**config.mk**
```make
export PLATFORM = sky130hd
export DESIGN_NAME = lrp_mem
export DESIGN_NICKNAME = d
export VERILOG_FILES = /design/src/assert_macros.svh /design/src/lrp_pkg.sv /design/src/lrp_mem.sv
export SDC_FILE = /design/constraint.sdc
export NUM_CORES = 1
export LEC_CHECK = 0
export BUFFER_PORTS_ARGS = -buffer_cell sky130_fd_sc_hd__buf_4
export CORE_MARGIN = 5
export CORE_UTILIZATION = 55
export DETAILED_ROUTE_END_ITERATION = 6
export PLACE_DENSITY = 0.82
export SYNTH_ARGS = -nofsm -noshare
export SYNTH_HDL_FRONTEND = slang
export SYNTH_SLANG_ARGS = --single-unit
```
**constraint.sdc**
```tcl
create_clock -name i_clk -period 4.96 [get_ports i_clk]
set_input_delay 0.248 -clock i_clk [delete_from_list [all_inputs] [get_ports i_clk]]
set_output_delay 0.248 -clock i_clk [all_outputs]
set_load 0.01 [all_outputs]
```
**src/assert_macros.svh**
```systemverilog
// Assertion macros shared by the loop layer RTL.
`ifndef ASSERT_MACROS_SVH
`define ASSERT_MACROS_SVH
`ifndef SYNTH
// Expression must hold at every clock edge outside reset.
`define ASSERT_ALWAYS(lbl, clk, rst_n, expr, msg) \
    lbl: assert property (@(posedge clk) disable iff (!rst_n) (expr)) else $error(msg);
// Same-cycle implication.
`define ASSERT_IMPLIES(lbl, clk, rst_n, ante, cons, msg) \
    lbl: assert property (@(posedge clk) disable iff (!rst_n) (ante) |-> (cons)) else $error(msg);
`else
`define ASSERT_ALWAYS(lbl, clk, rst_n, expr, msg)
`define ASSERT_IMPLIES(lbl, clk, rst_n, ante, cons, msg)
`endif
`endif

```
**src/lrp_pkg.sv**
```systemverilog
// Types, codes and arithmetic constants of the loop record/play layer.
package lrp_pkg;

    localparam int SAMPLE_BITS = 24;
    localparam int WORD_W      = 2 * SAMPLE_BITS;
    localparam int FRAC_BITS   = 16;
    localparam int GAIN_SH     = 14;
    localparam int OP_W        = 3;
    localparam int SRC_W       = 2;
    localparam int SPEED_W     = 18;
    localparam int GAIN_W      = 16;
    localparam int PAN_W       = 17;

    // Shared multiplier: signed operand times unsigned coefficient.
    localparam int MUL_A_W = 27;
    localparam int MUL_B_W = 17;
    localparam int ACC_W   = MUL_A_W + MUL_B_W + 1;

    localparam logic [MUL_B_W-1:0] UNITY = MUL_B_W'(2 ** FRAC_BITS);

    localparam logic signed [ACC_W-1:0] BIAS_FRAC = ACC_W'(2 ** (FRAC_BITS - 1));
    localparam logic signed [ACC_W-1:0] BIAS_GAIN = ACC_W'(2 ** (GAIN_SH - 1));
    localparam logic signed [ACC_W-1:0] SAT_HI    = ACC_W'(2 ** (SAMPLE_BITS - 1) - 1);
    localparam logic signed [ACC_W-1:0] SAT_LO    = -SAT_HI - ACC_W'(1);

    localparam logic [OP_W-1:0] OP_FRAME     = 3'd0;
    localparam logic [OP_W-1:0] OP_REC_START = 3'd1;
    localparam logic [OP_W-1:0] OP_REC_STOP  = 3'd2;
    localparam logic [OP_W-1:0] OP_PAUSE     = 3'd3;
    localparam logic [OP_W-1:0] OP_CLEAR     = 3'd4;

    localparam logic [SRC_W-1:0] SRC_RIGHT = 2'd0;
    localparam logic [SRC_W-1:0] SRC_LEFT  = 2'd1;

    typedef enum logic [3:0] {
        ST_IDLE,
        ST_DECODE,
        ST_REC_R,
        ST_REC_DONE,
        ST_RD1,
        ST_M1,
        ST_M2,
        ST_M3,
        ST_M4,
        ST_M5,
        ST_M6,
        ST_M7,
        ST_M8,
        ST_WRAP_ADD,
        ST_WRAP_SUB,
        ST_OUT
    } t_state;

    typedef struct packed {
        logic en;        // load the accumulator
        logic accum;     // add to previous sum instead of rounding bias
        logic rnd_gain;  // bias for a Q2.14 gain shift, else for a 16-bit shift
    } t_mac_cmd;

    function automatic logic signed [SAMPLE_BITS-1:0] sat_sample(
        input logic signed [ACC_W-1:0] v
    );
        logic signed [SAMPLE_BITS-1:0] r;
        if (v > SAT_HI) begin
            r = SAT_HI[SAMPLE_BITS-1:0];
        end else if (v < SAT_LO) begin
            r = SAT_LO[SAMPLE_BITS-1:0];
        end else begin
            r = v[SAMPLE_BITS-1:0];
        end
        return r;
    endfunction

endpackage

```
**src/lrp_mem.sv**
```systemverilog
// Loop store: one write port, one read port, registered read data.
module lrp_mem import lrp_pkg::*; #(
    parameter int DEPTH = 16,
    localparam int ADDR_W = $clog2(DEPTH)
) (
    input  logic              i_clk,
    input  logic              i_we,
    input  logic [ADDR_W-1:0] i_waddr,
    input  logic [WORD_W-1:0] i_wdata,
    input  logic              i_re,
    input  logic [ADDR_W-1:0] i_raddr,
    output logic [WORD_W-1:0] o_rdata
);

    logic [WORD_W-1:0] r_mem [DEPTH];
    logic [WORD_W-1:0] r_rdata;

    always_ff @(posedge i_clk) begin
        if (i_we) begin
            r_mem[i_waddr] <= i_wdata;
        end
    end

    always_ff @(posedge i_clk) begin
        if (i_re) begin
            r_rdata <= r_mem[i_raddr];
        end
    end

    assign o_rdata = r_rdata;

endmodule

```
==> results of run 1 <==
==> per-layer routing <==
layer	wire length [µm]	part of all wire (%)	global-route usage, %	up-vias
met1	24700	36	30.5	7645
li1	-	-	-	5765
met2	35700	52	38.9	858
met4	2090	3.0	8.02	2
met5	13	0.019	0	-
met3	6180	9.0	5.45	127
==> through the flow <==
step | worst slack, ps | power, mW | cells | instance area, µm²
finish | 2900 | 14.3 | 2200 | 34800
global route | 2680 | 14.7 | 2197 | 34800
CTS | 2880 | 14.3 | 2197 | 34800
detailed placement | 2290 | 8.67 | 2011 | 31900
global placement | 2330 | 8.63 | 2011 | 31900
floorplan | 408 | 8.33 | 1242 | 30200
==> power by group through the flow <==
stage	registers, mW	clock network [mW]	logic, mW
detailed placement	7.97	0	0.698
global placement	7.96	0	0.673
finish	7.83	5.69	0.737
global route	7.83	6.08	0.788
floorplan	7.97	0	0.367
CTS	7.83	5.76	0.744
==> what timing repair did <==
item,CTS,global route
hold endpoints to repair,768,0
gates resized for setup,0,0
hold buffers,48,0
==> worst min-delay path, stage by stage <==
cell and delay [ps]:
buf_4 130, nor2b_4 70, a22oi_1 160, nand2_1 80
==> cells in the final DEF, fill, tap and decap left out, types with 5 or more instances in the layout <==
cell type	netlist	final
a22oi_1	96	96
buf_4	18	131
bufinv_16	0	6
clkbuf_1	28	20
clkbuf_16	0	79
clkinv_1	0	12
clkinv_2	0	14
dlygate4sd3_1	0	48
edfxtp_1	816	816
inv_6	0	5
mux4_2	192	192
nand2_1	49	49
nor2_4	0	13
==> logic make-up (layout without fill, tap and decap cells) <==
family	count (synthesis)	in the layout	share of synthesized area, %
other	0	3	0
multiplexers	192	192	14.3
AND/OR/NAND/NOR	75	75	1.04
flip-flops	816	816	81.2
buffers and inverters	63	322	1.04
AO/OA/AOI/OAI	96	96	2.39
==> registers in the layout (all words and copies together) (netlist names) <==
register / count
r_mem: 768
o_rdata: 48
==> area by class of cell <==
type / count / area (µm²)
sequential: 816 / 24500
clock buffer: 99 / 2050
tap: 696 / 871
fill: 3264 / 19300
multi-input combinational: 363 / 5490
timing repair buffer: 184 / 1550
antenna: 3 / 7.51
clock inverter: 39 / 354
==> worst max path at each step <==
stage / slack (ps) / to / startpoint / depth (start not counted)
floorplan: 410 / r_mem[0][0]$_DFFE_PP_ / i_waddr[2] / 2
global placement: 2330 / r_mem[3][8]$_DFFE_PP_ / i_waddr[2] / 4
detailed placement: 2290 / o_rdata[2]$_DFFE_PP_ / i_raddr[0] / 5
CTS: 2880 / o_rdata[4]$_DFFE_PP_ / i_raddr[0] / 5
global route: 2680 / o_rdata[35]$_DFFE_PP_ / i_raddr[0] / 5
finish: 2900 / o_rdata[35]$_DFFE_PP_ / i_raddr[0] / 5
==> flow_summary.json, run 1 <==
{
  "nets": 1501,
  "h-tree-depth": 3,
  "netlist_area_um2": 30200,
  "synth.avg_cell_area_um2": 24.3,
  "yosys-top-cells-count": "edfxtp_1, mux4_2, a22oi_1",
  "row_count": 85,
  "areaGrowthSynthToFinish_pct": 15.4,
  "clkPwrFrac_pct": 39.9,
  "setup_viol": 0,
  "rr_worst_depth": 3,
  "period_needed_ps": 2060,
  "critical_path_required_ps": 5310,
  "rsz0062_at_grt": "no",
  "peakVddDrop_v": 0.000293,
  "max_stage_delay_ps": 570,
  "clock-root-buffer": "clkbuf_16",
  "tightest_slew_ps": 1050,
  "cap_violations": 0,
  "slew_violations": 0,
  "grt_pass1_wl_um": 101000,
  "antenna_found_initial": 3,
  "synth-main-ff-cell": "edfxtp_1",
  "synth_area_leader_cell": "edfxtp_1",
  "swShare_pct": 20.5,
  "cp.arrival_ps": 2410,
  "hold_end": "o_rdata[21]$_DFFE_PP_",
  "overflow": 0,
  "path_cells": "buf_8 -> buf_4 -> mux4_2 -> a22oi_1 -> nand2_1",
  "final_hold_viol_count": 0,
  "clkSinkCount": 816,
  "cts_buffers": 77,
  "hp-start": "i_raddr[3]",
  "critPathLaunchType": "primary input",
  "fin_crit_sh_pct": 41.5,
  "worstSkewPairLatency_ps": 620,
  "drc": 0,
  "reg2reg_slack_ps": 3320,
  "numPortBuffers": 106,
  "die_y_um": 244,
  "hold_class": "in2reg",
  "post-cts-setup-buffers": 0,
  "dieWidth_um": 244,
  "vias": 14397,
  "synth_nets": 1301,
  "synthDominantCellAreaShare_pct": 81.2,
  "drt-total-wl_um": 68700,
  "clk_pin_slew_worst_paths_ps": 60,
  "grt_use_total_pct": 23.2,
  "max_freq_mhz": 486,
  "p_seq_share_pct": 54.9,
  "status": "finished, final reports clean",
  "drt-pass1-iter-count": 7,
  "synth-seq-area-share_pct": 81.2,
  "grt_max_degree": 82,
  "cts_tree": "yes",
  "power_frac_comb_pct": 5.2,
  "viasPerCell": 6.54,
  "p_int_mw": 11.3,
  "first_global_vias": 15261,
  "ys_ff_latch": 816,
  "async_flop_share_pct": 0,
  "core_area_um2": 54100,
  "start_util_pct": 55.7,
  "cp_slowest_cell": "mux4_2",
  "ys_warn_count": 0,
  "layout-drive-gt1-share_pct": 30.3,
  "synth_edf_count": 816,
  "max-slew-margin-rel_pct": 29.6,
  "hold_ws_ps": 269,
  "wl_per_cell_um": 31.2,
  "synth_most_common_cell": "edfxtp_1",
  "power-per-cell-area_nw_per_um2": 409,
  "critPathTopFamily": "buffers and inverters",
  "endpoint_kind": "flip-flop",
  "cp_num_buf_inv": 2,
  "gp_congestion": 0.722,
  "path_max_fanout": 66,
  "fin_setup_tns_ps": 0,
  "skew_ps": 22.5,
  "synth.distinct_cells": 16,
  "synth_area_leaders": "edfxtp_1, mux4_2, a22oi_1, nand2_1, buf_4",
  "netlist_instances": 1242,
  "post-dp-hpwl_um": 33100,
  "r2r-start": "r_mem[5][2]$_DFFE_PP_",
  "die_area_um2": 59600,
  "clock_tree.buffer_depth": 3,
  "ant_nets": 0,
  "final_core_util_pct": 64.3,
  "p_leak_nw": 11.1,
  "holdPathStages": 4,
  "p_sw_mw": 2.93,
  "first_iter_violations": 1704,
  "crit_type": "in2reg",
  "io_pins": 107,
  "regToRegEndpoint": "o_rdata[2]$_DFFE_PP_"
}
(Power assumes the default switching activity.)
==> run 2: changes to the inputs <==
==> constraint.sdc (replaced) <==
create_clock -name i_clk -period 2.05 [get_ports i_clk]
set_input_delay 0.1025 -clock i_clk [delete_from_list [all_inputs] [get_ports i_clk]]
set_output_delay 0.1025 -clock i_clk [all_outputs]
set_load 0.01 [all_outputs]
==> flow_summary.json, run 2 (synthesis results as in run 1) <==
{
  "status": "finished, final reports clean",
  "stdcell_count": 2222,
  "hold_ws_ps": 100,
  "viasPerCell": 6.54,
  "cap_violations": 0,
  "gp_congestion": 0.726,
  "clkPwrFrac_pct": 39.3,
  "fin_crit_sh_pct": 82.7,
  "core_area_um2": 54100,
  "dieWidth_um": 244,
  "numPlacedInstances": 2037,
  "antenna_found_initial": 3,
  "p_leak_nw": 11.4,
  "design_area_um2": 35500,
  "timing.final.ws_setup_ps": 355,
  "power-per-cell-area_nw_per_um2": 967,
  "largest_register_ffs": 768,
  "drt-total-wl_um": 70200,
  "die_y_um": 244,
  "pre_cts_ws_ps": 170,
  "wl_per_cell_um": 31.6,
  "critical_path_required_ps": 2380,
  "path_max_fanout": 1,
  "start_util_pct": 55.7,
  "numPortBuffers": 106,
  "max_freq_mhz": 590,
  "skew_ps": 28.3,
  "final_hold_viol_count": 0,
  "ant_nets": 0,
  "peakVddDrop_v": 0.000631,
  "slew_violations": 0,
  "rsz0062_at_grt": "no",
  "p_sw_mw": 7.14,
  "final_core_util_pct": 65.6,
  "endpoint_kind": "flip-flop",
  "row_count": 85,
  "grt_pass1_wl_um": 103000,
  "period_needed_ps": 1700,
  "hold_class": "in2reg",
  "total_power_mw": 34.4,
  "cts_buffers": 75,
  "power_frac_comb_pct": 5.5,
  "areaGrowthSynthToFinish_pct": 17.7,
  "worstSkewPairLatency_ps": 630,
  "p_seq_share_pct": 55.1,
  "grt_max_degree": 57,
  "first_iter_violations": 1870,
  "clock-root-buffer": "clkbuf_16",
  "io_pins": 107,
  "dpl-instance-area_um2": 32700,
  "grt_use_total_pct": 23.9,
  "critPathLaunchType": "flip-flop",
  "drc": 0,
  "post-dp-hpwl_um": 33200,
  "nets": 1526,
  "die_area_um2": 59600,
  "overflow": 0,
  "clock_tree.buffer_depth": 3,
  "crit_type": "reg2reg",
  "clk_pin_slew_worst_paths_ps": 70,
  "p_int_mw": 27.2,
  "first_global_vias": 15412,
  "layout-drive-gt1-share_pct": 31.5,
  "swShare_pct": 20.8,
  "final_common_cell": "edfxtp_1",
  "fin_setup_tns_ps": 0,
  "h-tree-depth": 3,
  "final_cell_mix": "edfxtp_1, mux4_2, buf_4",
  "max-slew-margin-rel_pct": 44.5,
  "cp.arrival_ps": 2020,
  "largest_register": "r_mem",
  "drt-pass1-iter-count": 5,
  "tightest_slew_ps": 830,
  "cts_tree": "yes",
  "vias": 14523,
  "clkSinkCount": 816,
  "setup_viol": 0
}
run 2: power groups by stage:
stage	clock network (mW)	registers (mW)	logic, mW
2_1_floorplan	0	19.3	0.891
3_3_place_gp	0	19.2	1.73
3_5_place_dp	0	19.3	1.79
4_1_cts	13.6	18.9	1.91
5_1_grt	14.4	19.0	2.01
6_report	13.5	18.9	1.89
run 2: worst max-delay path, cell delays in order, from the launching register on:
cell and delay (ps):
edfxtp_1 440, mux4_2 520, a22oi_1 260, nand2_1 170
run 2: worst paths after layout:
kind         slack, ps                     end  depth (start not counted)              startpoint
max reg2reg        350    o_rdata[8]$_DFFE_PP_                          3  r_mem[10][8]$_DFFE_PP_
min                100  r_mem[0][28]$_DFFE_PP_                          3              i_waddr[0]
min reg2reg        750   o_rdata[40]$_DFFE_PP_                          3  r_mem[7][40]$_DFFE_PP_
max                350    o_rdata[8]$_DFFE_PP_                          3  r_mem[10][8]$_DFFE_PP_
run 2: metal layers:
| layer | vias to the layer above | global-route usage, % | wire length, µm |
|---|---|---|---|
| met2 | 990 | 41.0 | 36800 |
| met5 | - | 0 | 26 |
| met4 | 4 | 8.51 | 2100 |
| li1 | 5802 | - | - |
| met3 | 153 | 4.46 | 6550 |
| met1 | 7574 | 31.1 | 24700 |
run 2: what timing repair did:
item                      CTS  global route
gates resized for setup     0             0
hold endpoints to repair  778             0
hold buffers               49             0
buffers inserted            0             0
run 2: area by class of cell:
| class | instances | area [µm²] |
|---|---|---|
| Sequential cell | 816 | 24500 |
| Fill cell | 3216 | 18600 |
| Clock inverter | 41 | 354 |
| Tap cell | 696 | 871 |
| Antenna cell | 1 | 2.50 |
| Clock buffer | 94 | 1990 |
| Timing Repair Buffer | 211 | 2280 |
| Multi-Input combinational cell | 363 | 5520 |
==> run 3: changes to the inputs <==
--- a/config.mk
+++ b/config.mk
@@ -9,7 +9,7 @@
 export CORE_MARGIN = 5
 export CORE_UTILIZATION = 55
 export DETAILED_ROUTE_END_ITERATION = 6
-export PLACE_DENSITY = 0.82
+export PLACE_DENSITY = 0.85
 export SYNTH_ARGS = -nofsm -noshare
 export SYNTH_HDL_FRONTEND = slang
 export SYNTH_SLANG_ARGS = --single-unit
==> constraint.sdc (replaced) <==
create_clock -name i_clk -period 1.5 [get_ports i_clk]
set_input_delay 0.075 -clock i_clk [delete_from_list [all_inputs] [get_ports i_clk]]
set_output_delay 0.075 -clock i_clk [all_outputs]
set_load 0.01 [all_outputs]
==> flow_summary.json, run 3 (synthesis results as in run 1) <==
{
  "status": "complete, but fails checks",
  "violations": "negative setup slack",
  "clk_pin_slew_worst_paths_ps": 70,
  "slew_violations": 0,
  "critical_path_required_ps": 1860,
  "rsz0062_at_grt": "yes",
  "viasPerCell": 6.67,
  "gp_congestion": 0.766,
  "largest_register_ffs": 768,
  "antenna_found_initial": 2,
  "final_common_cell": "edfxtp_1",
  "max-slew-margin-rel_pct": 56.5,
  "crit_type": "reg2reg",
  "max_freq_mhz": 634,
  "cp_slowest_cell": "mux4_2",
  "clkSinkCount": 816,
  "path_max_fanout": 1,
  "fin_setup_tns_ps": -117,
  "multi_input_area_um2": 5650,
  "grt_pass1_wl_um": 110000,
  "worstSkewPairLatency_ps": 640,
  "h-tree-depth": 3,
  "clock_tree.buffer_depth": 3,
  "endpoint_kind": "flip-flop",
  "wl_per_cell_um": 33.3,
  "hold_ws_ps": 39.0,
  "largest_register": "r_mem",
  "final_hold_viol_count": 0,
  "critPathLaunchType": "flip-flop",
  "dpl-instance-area_um2": 33400,
  "fill_cells": 3046,
  "nets": 1591,
  "p_leak_nw": 11.9,
  "areaGrowthSynthToFinish_pct": 21.2,
  "grt_use_total_pct": 25.7,
  "final_core_util_pct": 67.6,
  "final_cell_mix": "edfxtp_1, mux4_2, buf_4",
  "power-per-cell-area_nw_per_um2": 1320,
  "overflow": 0,
  "peakVddDrop_v": 0.00173,
  "vias": 15289,
  "post-dp-hpwl_um": 39900,
  "drt-pass1-iter-count": 5,
  "max_stage_delay_ps": 570,
  "row_count": 85,
  "skew_ps": 25.4,
  "cp.arrival_ps": 1940,
  "first_iter_violations": 1942,
  "clock-root-buffer": "clkbuf_16",
  "cap_violations": 0,
  "cts_tree": "yes",
  "cts_buffers": 77,
  "ant_nets": 0,
  "grt_max_degree": 49,
  "first_global_vias": 15919,
  "hold_class": "in2reg",
  "path_cells": "mux4_2 -> a22oi_2 -> nand2_1",
  "seq_area_um2": 24500,
  "total_power_mw": 48.4,
  "setup_viol": 5,
  "die_area_um2": 59600,
  "die_y_um": 244,
  "drc": 0,
  "timing.final.ws_setup_ps": -76.9,
  "period_needed_ps": 1580,
  "rr_worst_depth": 3,
  "drt-total-wl_um": 76200,
  "layout-drive-gt1-share_pct": 35.5,
  "holdPathStages": 3,
  "design_area_um2": 36600,
  "start_util_pct": 55.7,
  "numPortBuffers": 106,
  "io_pins": 107,
  "tightest_slew_ps": 651,
  "core_area_um2": 54100,
  "fin_crit_sh_pct": 105,
  "dieWidth_um": 244
}
## run 3: changes by cell type in the layout (fill, tap and decap cells not counted), sizes merged
cell	before	now
bufinv	5	8
clkinv	31	34
buf	161	224
inv	3	2
diode	1	2
## run 3: power breakdown
part	switching, mW	leakage [nW]	internal, mW
Clock	8.53	1.21	11.1
Combinational	1.53	3.26	1.34
Sequential	0.203	7.42	25.7
Total	10.3	11.9	38.1
## run 3: routing by layer
| metal | global-route usage [%] | up-vias | wire length [µm] |
|---|---|---|---|
| met5 | 0 | - | 7 |
| met4 | 8.30 | 2 | 2330 |
| met3 | 5.83 | 173 | 7140 |
| met2 | 43.9 | 1148 | 39700 |
| met1 | 33.5 | 8026 | 27000 |
| li1 | - | 5940 | - |
## run 3: final timing paths
path	startpoint	end	slack [ps]
max	r_mem[11][27]$_DFFE_PP_	o_rdata[27]$_DFFE_PP_	-80
min	i_waddr[0]	r_mem[12][27]$_DFFE_PP_	40
max reg2reg	r_mem[11][27]$_DFFE_PP_	o_rdata[27]$_DFFE_PP_	-80
min reg2reg	r_mem[15][22]$_DFFE_PP_	o_rdata[22]$_DFFE_PP_	750
## run 3: layout make-up
type / instances / area share, %
multi-input combinational: 363 / 15.5
clock buffer: 94 / 5.56
clock inverter: 46 / 1.33
timing repair buffer: 274 / 8.26
antenna: 2 / 0.0137
tap: 696 / 2.38
sequential: 816 / 67.0
## run 3: metrics by stage
step / std cells / worst slack, ps
after floorplan: 1242 / -664
after global placement: 2100 / -214
after detailed placement: 2100 / -294
after CTS: 2289 / -68.1
after global routing: 2290 / -78.9
final: 2291 / -76.9
## run 3: critical path, delay by kind of cell, from the launching register on
kind | cells | cell delay (ps)
AND/OR/NAND/NOR | 1 | 120
multiplexers | 1 | 570
AO/OA/AOI/OAI | 1 | 190
flip-flops | 1 | 430
## run 3: repair_timing
| action | CTS | global route |
|---|---|---|
| setup buffers | 0 | 0 |
| pin swaps | 9 | 9 |
| gates resized for setup | 7 | 18 |
| hold buffers | 49 | 0 |
| endpoints found under the setup margin | 13 | 23 |
| hold endpoints to repair | 780 | 0 |
