**config.mk**
```make
export PLATFORM = sky130hd
export DESIGN_NAME = lrp_mac
export DESIGN_NICKNAME = d
export VERILOG_FILES = /design/src/assert_macros.svh /design/src/lrp_pkg.sv /design/src/lrp_mac.sv
export SDC_FILE = /design/constraint.sdc
export NUM_CORES = 1
export LEC_CHECK = 0
export BUFFER_PORTS_ARGS = -buffer_cell sky130_fd_sc_hd__buf_4
export CAP_MARGIN = 10
export CORE_ASPECT_RATIO = 0.6
export CORE_MARGIN = 1
export CORE_UTILIZATION = 49
export DETAILED_ROUTE_END_ITERATION = 16
export GPL_TIMING_DRIVEN = 0
export HOLD_SLACK_MARGIN = 0.06
export PLACE_DENSITY = 0.76
export SLEW_MARGIN = 20
export SYNTH_ARGS = -nofsm -noshare
export SYNTH_HDL_FRONTEND = slang
export SYNTH_SLANG_ARGS = --single-unit
```
**constraint.sdc**
```tcl
create_clock -name i_clk -period 7.9 [get_ports i_clk]
set_input_delay 0.395 -clock i_clk [delete_from_list [all_inputs] [get_ports i_clk]]
set_output_delay 0.395 -clock i_clk [all_outputs]
set_load 0.1 [all_outputs]
```
**src/assert_macros.svh**
```systemverilog
// Assertion macros shared by the loop layer RTL.
`ifndef ASSERT_MACROS_SVH
`define ASSERT_MACROS_SVH
`ifndef SYNTH
// Expression must hold at every clock edge outside reset.
`define ASSERT_ALWAYS(lbl, clk, rst_n, expr, msg) \
    lbl: assert property (@(posedge clk) disable iff (!rst_n) (expr)) else $error(msg);
// Same-cycle implication.
`define ASSERT_IMPLIES(lbl, clk, rst_n, ante, cons, msg) \
    lbl: assert property (@(posedge clk) disable iff (!rst_n) (ante) |-> (cons)) else $error(msg);
`else
`define ASSERT_ALWAYS(lbl, clk, rst_n, expr, msg)
`define ASSERT_IMPLIES(lbl, clk, rst_n, ante, cons, msg)
`endif
`endif

```
**src/lrp_pkg.sv**
```systemverilog
// Types, codes and arithmetic constants of the loop record/play layer.
package lrp_pkg;

    localparam int SAMPLE_BITS = 24;
    localparam int WORD_W      = 2 * SAMPLE_BITS;
    localparam int FRAC_BITS   = 16;
    localparam int GAIN_SH     = 14;
    localparam int OP_W        = 3;
    localparam int SRC_W       = 2;
    localparam int SPEED_W     = 18;
    localparam int GAIN_W      = 16;
    localparam int PAN_W       = 17;

    // Shared multiplier: signed operand times unsigned coefficient.
    localparam int MUL_A_W = 27;
    localparam int MUL_B_W = 17;
    localparam int ACC_W   = MUL_A_W + MUL_B_W + 1;

    localparam logic [MUL_B_W-1:0] UNITY = MUL_B_W'(2 ** FRAC_BITS);

    localparam logic signed [ACC_W-1:0] BIAS_FRAC = ACC_W'(2 ** (FRAC_BITS - 1));
    localparam logic signed [ACC_W-1:0] BIAS_GAIN = ACC_W'(2 ** (GAIN_SH - 1));
    localparam logic signed [ACC_W-1:0] SAT_HI    = ACC_W'(2 ** (SAMPLE_BITS - 1) - 1);
    localparam logic signed [ACC_W-1:0] SAT_LO    = -SAT_HI - ACC_W'(1);

    localparam logic [OP_W-1:0] OP_FRAME     = 3'd0;
    localparam logic [OP_W-1:0] OP_REC_START = 3'd1;
    localparam logic [OP_W-1:0] OP_REC_STOP  = 3'd2;
    localparam logic [OP_W-1:0] OP_PAUSE     = 3'd3;
    localparam logic [OP_W-1:0] OP_CLEAR     = 3'd4;

    localparam logic [SRC_W-1:0] SRC_RIGHT = 2'd0;
    localparam logic [SRC_W-1:0] SRC_LEFT  = 2'd1;

    typedef enum logic [3:0] {
        ST_IDLE,
        ST_DECODE,
        ST_REC_R,
        ST_REC_DONE,
        ST_RD1,
        ST_M1,
        ST_M2,
        ST_M3,
        ST_M4,
        ST_M5,
        ST_M6,
        ST_M7,
        ST_M8,
        ST_WRAP_ADD,
        ST_WRAP_SUB,
        ST_OUT
    } t_state;

    typedef struct packed {
        logic en;        // load the accumulator
        logic accum;     // add to previous sum instead of rounding bias
        logic rnd_gain;  // bias for a Q2.14 gain shift, else for a 16-bit shift
    } t_mac_cmd;

    function automatic logic signed [SAMPLE_BITS-1:0] sat_sample(
        input logic signed [ACC_W-1:0] v
    );
        logic signed [SAMPLE_BITS-1:0] r;
        if (v > SAT_HI) begin
            r = SAT_HI[SAMPLE_BITS-1:0];
        end else if (v < SAT_LO) begin
            r = SAT_LO[SAMPLE_BITS-1:0];
        end else begin
            r = v[SAMPLE_BITS-1:0];
        end
        return r;
    endfunction

endpackage

```
**src/lrp_mac.sv**
```systemverilog
// Shared multiply-accumulate unit with round-half-up bias injection.
module lrp_mac import lrp_pkg::*; (
    input  logic                      i_clk,
    input  t_mac_cmd                  i_cmd,
    input  logic signed [MUL_A_W-1:0] i_a,
    input  logic [MUL_B_W-1:0]        i_b,
    output logic signed [ACC_W-1:0]   o_acc
);

    logic signed [ACC_W-1:0] prod;
    logic signed [ACC_W-1:0] addend;
    logic signed [ACC_W-1:0] r_acc;

    assign prod   = i_a * $signed({1'b0, i_b});
    assign addend = i_cmd.accum ? r_acc : (i_cmd.rnd_gain ? BIAS_GAIN : BIAS_FRAC);

    always_ff @(posedge i_clk) begin
        if (i_cmd.en) begin
            r_acc <= prod + addend;
        end
    end

    assign o_acc = r_acc;

endmodule

```
==> flow_summary.ini, run 1 <==
[sta]
layout_setup_ws_ns = 0.503
finalHoldViolations = 0
slew_headroom_pct = 37.6
slew_violations = 0
rsz0062_at_grt = no
finClkSkew_ns = 0.0166
worst_pin_slew_ns = 0.937
setup_tns_ns = 0
fin_crit_sh_pct = 93.6
finalHoldWorstSlack_ns = 0.618
fmax_mhz = 135
fin_crit_ns = 7.40
setup_violations = 0

[detailed_routing]
vias = 14800
met1Wirelength_mm = 26.0
wl_per_cell_um = 22.0
antenna_left = 0
viasPerCell = 5.40
firstDrtPassIters = 11
wl_met2_mm = 23.9
drt_iter0_drc = 1332
wl_met3_mm = 9.33
drc = 4
top_layer = met4
routed_wl_mm = 60.3

[synth]
synth_edf_count = 45
synth_flop_cell = edfxtp_1
syn_area_per_cell_um2 = 9.26
ys_warn_count = 0
async_flop_share_pct = 0
syn_nets = 2775
ys_seq_elements = 45
yosysTopAreaCell = fa_1
netlist_area_um2 = 19600
synth_top_area_share_pct = 49.6
ys_seq_area_share_pct = 6.88
netlist_instances = 2122
synth_cell_type_count = 51
synthTopCellsByArea = fa_1 50%, inv_1 12%, and2_1 11%

[worst_setup_path]
crit_slowest_cell = fa_1
required_ns = 8.01
r2r-start = o_acc[13]$_DFFE_PP_
max_stage_delay_ns = 0.69
startpoint_type = input pin
critPathLaunch = i_b[11]
cp_top_family = adder cells
critical_path.max_fanout = 10
crit_buf_inv = 6
cp_cell_sequence = clkbuf_1 > clkbuf_1 > nand2_1 > fa_1 > inv_1 > fa_1 > fa_1 > fa_1 > fa_1 > inv_1 > fa_1 > inv_1 > ha_1 > a21oi_1 > inv_1 > a2111oi_2 > a211oi_1 > nor3_1 > o21ai_1 > o311ai_0
cp_common_cell = fa_1
arrival_ns = 7.50
worstSetupEndpointType = flip-flop
critPathKind = input pin to flip-flop

[clock_network]
clock-sinks = 45
clk_pin_slew_ns = 0.08
cts_buffer_depth = 2
cts_resized = 0
htreeDepth = 2
cts_tree = built
post-cts-setup-buffers = 0
cts_root_buffer = clkbuf_16
clock_latency_ns = 0.33
numCtsBuffers = 5
ctsHoldBuffers = 0

[die]
dieArea_um2 = 40900
start_util_pct = 50.0
io_pins = 93
fp.coreArea_um2 = 39300
die_h_um = 157
rows = 56
die_w_um = 260

[place]
place_ws_ns = 0.0364
portBuffers = 84
place.gp.congestion = 1.02
placed_area_um2 = 20900
dp_hpwl_mm = 52.1

[grt]
gr-total-overflow = 0
grt_max_degree = 46
grt_pass1_wl_mm = 94.3
grt_pass1_vias = 15900
grt_usage_pct = 31.4
antenna_found_initial = 1

[final_layout]
regArea_um2 = 1350
multi_input_area_um2 = 15700
fillers = 3496
area_delta_synth_final_pct = 7.46
final_cell_area_um2 = 21100
layout-drive-gt1-share_pct = 4.70
nets = 2866
largest_reg_flops = 45

[run]
drv_cap = 0

[status]
violations = DRC
status = finished, violations left

[min_path]
hp-start = i_a[0]
hp-class = input pin to flip-flop
-- cell families (layout without fill, tap and decap cells) --
family	Yosys count	after routing	share of synthesized area [%]
buf+inv	685	777	13.1
simple gates	618	618	16.6
fa+ha+maj	605	605	57.1
compound gates	125	125	4.24
flops	45	45	6.88
xor+xnor	41	41	1.83
mux	3	3	0.159
other cells	0	1	0
-- through the flow --
stage | utilization [%] | std cells
6_report | 53.7 | 2737
5_1_grt | 53.7 | 2736
4_1_cts | 53.7 | 2736
3_5_place_dp | 53.2 | 2728
3_3_place_gp | 53.2 | 2728
2_1_floorplan | - | 2122
-- per-layer routing --
layer	track usage (%)	vias to the layer above
met5	0	-
met4	6.38	0
met3	14.2	70
met2	42.1	869
met1	46.0	7553
li1	-	6292
-- Yosys cell counts (6+ instances only) --
library cell / instances
a211oi_1: 8
o21bai_1: 6
nor3_1: 15
xnor2_1: 23
nand2_1: 202
nor2b_1: 8
ha_1: 118
a21o_1: 11
and2_1: 330
fa_1: 487
edfxtp_1: 45
nand2b_1: 6
o21ai_0: 25
a21oi_1: 38
inv_1: 608
nand3_1: 9
xor2_1: 18
nor2_1: 30
clkbuf_1: 75
-- placed cells by master (no fill, tap or decap), types with 4 or more instances in the layout --
| cell type | netlist | routed |
|---|---|---|
| nor2_1 | 30 | 30 |
| o21bai_1 | 6 | 6 |
| clkbuf_1 | 75 | 72 |
| edfxtp_1 | 45 | 45 |
| buf_4 | 0 | 84 |
| clkbuf_16 | 0 | 5 |
| o21a_1 | 4 | 4 |
| xnor2_1 | 23 | 23 |
| nor2b_1 | 8 | 8 |
| nand3_1 | 9 | 9 |
| nand2b_1 | 6 | 6 |
| nor3_1 | 15 | 15 |
| ha_1 | 118 | 118 |
| inv_1 | 608 | 607 |
| a211oi_1 | 8 | 8 |
| and4_1 | 4 | 4 |
| xor2_1 | 18 | 18 |
| o21ai_1 | 3 | 4 |
| and2_1 | 330 | 330 |
| fa_1 | 487 | 487 |
| a21oi_1 | 38 | 38 |
| a21o_1 | 11 | 11 |
| nand2_1 | 202 | 202 |
| o21ai_0 | 25 | 24 |
| nand4_1 | 4 | 4 |
| o211ai_1 | 5 | 5 |
-- final timing paths --
| kind | end | slack, ns | cells after the start |
|---|---|---|---|
| worst min-delay path | o_acc[0]$_DFFE_PP_ | 0.62 | 3 |
| worst max register to register | o_acc[41]$_DFFE_PP_ | 1.93 | 16 |
| worst min register to register | o_acc[0]$_DFFE_PP_ | 0.70 | 2 |
| worst max-delay path | o_acc[41]$_DFFE_PP_ | 0.50 | 20 |
-- final cells by class --
class	count	area share, %
clock inverter	3	0.225
inverter	608	10.8
antenna	1	0.0119
tap	522	3.09
buffer	77	1.39
timing repair buffer	84	2.99
clock buffer	5	0.593
sequential	45	6.40
multi-input combinational	1392	74.5
-- tightest hold or removal path: cells and delay by family --
| kind | cells | cell delay (ns) |
|---|---|---|
| fa+ha+maj | 1 | 0.13 |
| buf+inv | 1 | 0.14 |
| simple gates | 1 | 0.16 |
Power of run 1 is not shown: default switching activity piles up to over one toggle a cycle in this logic, so the estimate is an artifact.
==> run 2, diff against run 1 <==
--- a/config.mk
+++ b/config.mk
@@ -7,13 +7,15 @@
 export LEC_CHECK = 0
 export BUFFER_PORTS_ARGS = -buffer_cell sky130_fd_sc_hd__buf_4
 export CAP_MARGIN = 10
+export CELL_PAD_IN_SITES_DETAIL_PLACEMENT = 0
+export CELL_PAD_IN_SITES_GLOBAL_PLACEMENT = 1
 export CORE_ASPECT_RATIO = 0.6
 export CORE_MARGIN = 1
 export CORE_UTILIZATION = 49
 export DETAILED_ROUTE_END_ITERATION = 16
 export GPL_TIMING_DRIVEN = 0
 export HOLD_SLACK_MARGIN = 0.06
-export PLACE_DENSITY = 0.76
+export PLACE_DENSITY = 0.91
 export SLEW_MARGIN = 20
 export SYNTH_ARGS = -nofsm -noshare
 export SYNTH_HDL_FRONTEND = slang
==> run 2 against run 1 <==
Against the previous run:
- the flow still finishes with violations (DRC)
- via count fell by 0.99%
- register-to-register slack improved by 0.26 ns
- core utilization barely moved
- critical path depth rose by 1
- sequential share of layout area barely moved
- die area did not move
- cell area barely moved
- clock-buffer cell count did not move
- fmax fell by 1.7%
- sequential cell count did not move
- non-clock buffer count did not move
==> flow_summary.ini, run 2 (synthesis gave the netlist of run 1 again) <==
[status]
status = finished, violations left
violations = DRC

[die]
io_pins = 93
start_util_pct = 50.0
die_h_um = 157
dieArea_um2 = 40900
die_w_um = 260
rows = 56
fp.coreArea_um2 = 39300

[clock_network]
numCtsBuffers = 5
clk_pin_slew_ns = 0.08
cts_root_buffer = clkbuf_16
cts_buffer_depth = 2
clock-sinks = 45
post-cts-setup-buffers = 0
clock_latency_ns = 0.31
htreeDepth = 2
cts_resized = 0
cts_tree = built
ctsHoldBuffers = 0

[detailed_routing]
viasPerCell = 5.35
antenna_left = 0
drc = 8
wl_per_cell_um = 21.5
vias = 14600
routed_wl_mm = 58.8
drt_iter0_drc = 1386
firstDrtPassIters = 12

[worst_setup_path]
cp_common_cell = fa_1
cp_cell_sequence = clkbuf_1 > clkbuf_1 > nand2_1 > fa_1 > fa_1 > inv_1 > fa_1 > fa_1 > fa_1 > inv_1 > fa_1 > inv_1 > ha_1 > and4_1 > and4_1 > o211ai_1 > a211oi_1 > nor3_1 > o21ai_1 > a21oi_1 > xnor2_1
max_stage_delay_ns = 0.69
critPathKind = input pin to flip-flop
startpoint_type = input pin
reg2reg_depth = 17
cp_top_family = adder cells
arrival_ns = 7.58
crit_slowest_cell = fa_1
crit_buf_inv = 5
required_ns = 7.95
r2r_end = o_acc[43]$_DFFE_PP_
worstSetupEndpointType = flip-flop
r2r-start = o_acc[14]$_DFFE_PP_
critical_path.max_fanout = 13
reg2reg_slack_ns = 2.19

[sta]
fmax_mhz = 133
setup_violations = 0
finClkSkew_ns = 0.0160
fin_crit_ns = 7.53
fin_crit_sh_pct = 95.3
slew_violations = 0
layout_setup_ws_ns = 0.373
rsz0062_at_grt = no
finalHoldViolations = 0
setup_tns_ns = 0
slew_headroom_pct = 25.4
worst_pin_slew_ns = 1.12

[final_layout]
multi_input_area_um2 = 15700
layout-drive-gt1-share_pct = 4.52
final_common_cell = inv_1
final_cell_mix = 608 x inv_1, 487 x fa_1, 330 x and2_1
fillers = 3512
area_delta_synth_final_pct = 7.42
nets = 2866
largest_reg_flops = 45
regArea_um2 = 1350
final_cell_area_um2 = 21100

[min_path]
hp-class = input pin to flip-flop
hold_path_end = o_acc[0]$_DFFE_PP_
holdPathStages = 3
hp-start = i_a[0]

[place]
place.gp.congestion = 0.969
place_ws_ns = 0.176
portBuffers = 84
dp_hpwl_mm = 51.6
placed_area_um2 = 20900

[run]
drv_cap = 0

[grt]
antenna_found_initial = 1
grt_pass1_vias = 15400
grt_usage_pct = 30.6
grt_max_degree = 46
grt_pass1_wl_mm = 92.6
gr-total-overflow = 0
-- run 2: worst max-delay path by stage --
stage	start	endpoint	slack, ns	cells past startpoint
2_1_floorplan	i_a[26]	o_acc[43]$_DFFE_PP_	1.56	21
3_3_place_gp	i_a[26]	o_acc[43]$_DFFE_PP_	0.24	21
3_5_place_dp	i_a[26]	o_acc[43]$_DFFE_PP_	0.18	21
4_1_cts	i_a[26]	o_acc[43]$_DFFE_PP_	0.46	21
5_1_grt	i_a[26]	o_acc[43]$_DFFE_PP_	0.15	21
6_report	i_a[26]	o_acc[43]$_DFFE_PP_	0.37	21
-- run 2: area by class of cell --
cell class | count | area share [%]
multi-input combinational | 1392 | 74.5
inverter | 608 | 10.8
sequential | 45 | 6.40
tap | 522 | 3.10
timing repair buffer | 84 | 2.99
buffer | 77 | 1.38
clock buffer | 5 | 0.593
clock inverter | 3 | 0.208
antenna | 2 | 0.0237
-- run 2: stage by stage --
| step | hold slack [ns] | util (%) | cells |
|---|---|---|---|
| 2_1_floorplan | 0.507 | - | 2122 |
| 3_3_place_gp | 0.665 | 53.2 | 2728 |
| 3_5_place_dp | 0.684 | 53.2 | 2728 |
| 4_1_cts | 0.638 | 53.7 | 2736 |
| 5_1_grt | 0.660 | 53.7 | 2736 |
| 6_report | 0.642 | 53.7 | 2738 |
-- run 2: tightest hold or removal path, stage by stage --
cell and delay, ns:
buf_4 0.15, and2_1 0.16, ha_1 0.14
-- run 2: metal layers --
metal | global-route usage, % | vias to the layer above | part of all wire (%) | wire (µm)
met5 | 0 | - | 0 | 0
li1 | - | 6292 | - | -
met4 | 3.65 | 0 | 1.0 | 606
met3 | 13.8 | 53 | 16 | 9320
met2 | 40.5 | 887 | 39 | 22800
met1 | 46.5 | 7405 | 44 | 26100
Power of run 2 is left out for the same reason.
==> run 3, diff against run 2 <==
--- a/config.mk
+++ b/config.mk
@@ -7,7 +7,7 @@
 export LEC_CHECK = 0
 export BUFFER_PORTS_ARGS = -buffer_cell sky130_fd_sc_hd__buf_4
 export CAP_MARGIN = 10
-export CELL_PAD_IN_SITES_DETAIL_PLACEMENT = 0
+export CELL_PAD_IN_SITES_DETAIL_PLACEMENT = 1
 export CELL_PAD_IN_SITES_GLOBAL_PLACEMENT = 1
 export CORE_ASPECT_RATIO = 0.6
 export CORE_MARGIN = 1
==> run 3 against run 2 <==
Against the previous run:
- the run still ends with DRC left
- worst hold slack better by 0.020 ns
- sequential share of layout area about the same
- first-iteration DRC count is 36% higher
- cell area barely moved
- global-route usage is 9.7 points higher
- critical path type unchanged
==> flow_summary.ini, run 3 (synthesis gave the netlist of run 1 again) <==
[status]
status = finished, violations left
violations = DRC

[detailed_routing]
vias = 16500
drc = 4
wl_per_cell_um = 28.8
firstDrtPassIters = 12
drt_iter0_drc = 1880
viasPerCell = 6.03
antenna_left = 0
routed_wl_mm = 78.8

[die]
io_pins = 93
rows = 56
die_h_um = 157
die_w_um = 260
dieArea_um2 = 40900
start_util_pct = 50.0
fp.coreArea_um2 = 39300

[worst_setup_path]
cp_top_family = adder cells
required_ns = 7.97
critical_path.max_fanout = 13
max_stage_delay_ns = 0.69
critPathKind = input pin to flip-flop
cp_common_cell = fa_1
crit_buf_inv = 5
crit_slowest_cell = fa_1
cp_cell_sequence = clkbuf_1 > clkbuf_2 > nand2_1 > fa_1 > fa_1 > clkinvlp_4 > fa_1 > fa_1 > fa_1 > inv_1 > fa_1 > inv_1 > ha_1 > and4_1 > and4_1 > o211ai_1 > a211oi_1 > nor3_1 > o21ai_1 > a21oi_1 > xnor2_1
worstSetupEndpointType = flip-flop
startpoint_type = input pin
arrival_ns = 7.72

[place]
placed_area_um2 = 20900
place.gp.congestion = 0.969
dp_hpwl_mm = 65.8
portBuffers = 84

[sta]
fin_crit_sh_pct = 96.8
setup_violations = 0
finalHoldViolations = 0
fmax_mhz = 131
worst_pin_slew_ns = 1.13
rsz0062_at_grt = no
finClkSkew_ns = 0.0123
slew_violations = 0
slew_headroom_pct = 24.4
fin_crit_ns = 7.64

[final_layout]
area_delta_synth_final_pct = 7.46
final_common_cell = inv_1
final_cell_area_um2 = 21100
nets = 2866
fillers = 4511
final_cell_mix = 607 x inv_1, 487 x fa_1, 330 x and2_1
layout-drive-gt1-share_pct = 4.65
largest_reg_flops = 45

[clock_network]
cts_buffer_depth = 2
cts_root_buffer = clkbuf_16
clk_pin_slew_ns = 0.08
clock-sinks = 45
htreeDepth = 2
cts_tree = built
numCtsBuffers = 5
clock_latency_ns = 0.32

[min_path]
hp-class = input pin to flip-flop

[grt]
grt_usage_pct = 40.4
grt_max_degree = 46
grt_pass1_vias = 18900
antenna_found_initial = 7
gr-total-overflow = 0
grt_pass1_wl_mm = 119

[run]
drv_cap = 0
==> run 3: cell types whose count changed in the layout (fill, tap and decap cells not counted), sizes merged <==
| cell | previous run | this run |
|---|---|---|
| clkinvlp | 0 | 1 |
| clkinv | 1 | 0 |
| diode | 2 | 1 |
==> run 3: routing by layer <==
| layer | track usage [%] | vias to the layer above | routed length, µm | share of wire [%] |
|---|---|---|---|---|
| li1 | - | 6281 | - | - |
| met1 | 50.8 | 8432 | 28000 | 35 |
| met2 | 61.4 | 1408 | 34400 | 44 |
| met3 | 15.6 | 387 | 12100 | 15 |
| met4 | 19.1 | 4 | 4320 | 5.5 |
| met5 | 0 | - | 22 | 0.028 |
==> run 3: timing repair <==
| item | 4_1_cts | 5_1_grt |
|---|---|---|
| setup endpoints to repair | 0 | 3 |
| hold buffers | 0 | 0 |
| setup buffers | 0 | 0 |
| resized for setup | 0 | 5 |
==> run 3: worst paths after layout <==
path | from | to | slack [ns] | depth (start not counted)
max | i_a[26] | o_acc[43]$_DFFE_PP_ | 0.26 | 21
min | i_cmd[2] | o_acc[42]$_DFFE_PP_ | 0.66 | 1
max reg2reg | o_acc[15]$_DFFE_PP_ | o_acc[43]$_DFFE_PP_ | 1.87 | 17
min reg2reg | o_acc[0]$_DFFE_PP_ | o_acc[0]$_DFFE_PP_ | 0.71 | 2
==> run 3: final cells by class <==
type	count	area [µm²]	area share, %
buffer	77	293	1.39
timing repair buffer	84	631	2.99
inverter	608	2290	10.8
clock inverter	3	47.5	0.225
clock buffer	5	125	0.593
antenna	1	2.50	0.0119
sequential	45	1350	6.40
multi-input combinational	1392	15700	74.5
tap	522	653	3.09
==> run 3: through the flow <==
step	TNS (ns)	worst slack (ns)	cells	utilization, %	hold slack [ns]
finish	0	0.256	2737	53.7	0.662
global route	0	0.155	2737	53.7	0.682
CTS	0	0.165	2736	53.7	0.660
detailed placement	-0.0439	-0.0439	2728	53.2	0.687
global placement	0	0.242	2728	53.2	0.665
floorplan	0	1.56	2122	-	0.507
Power of run 3 is left out for the same reason.
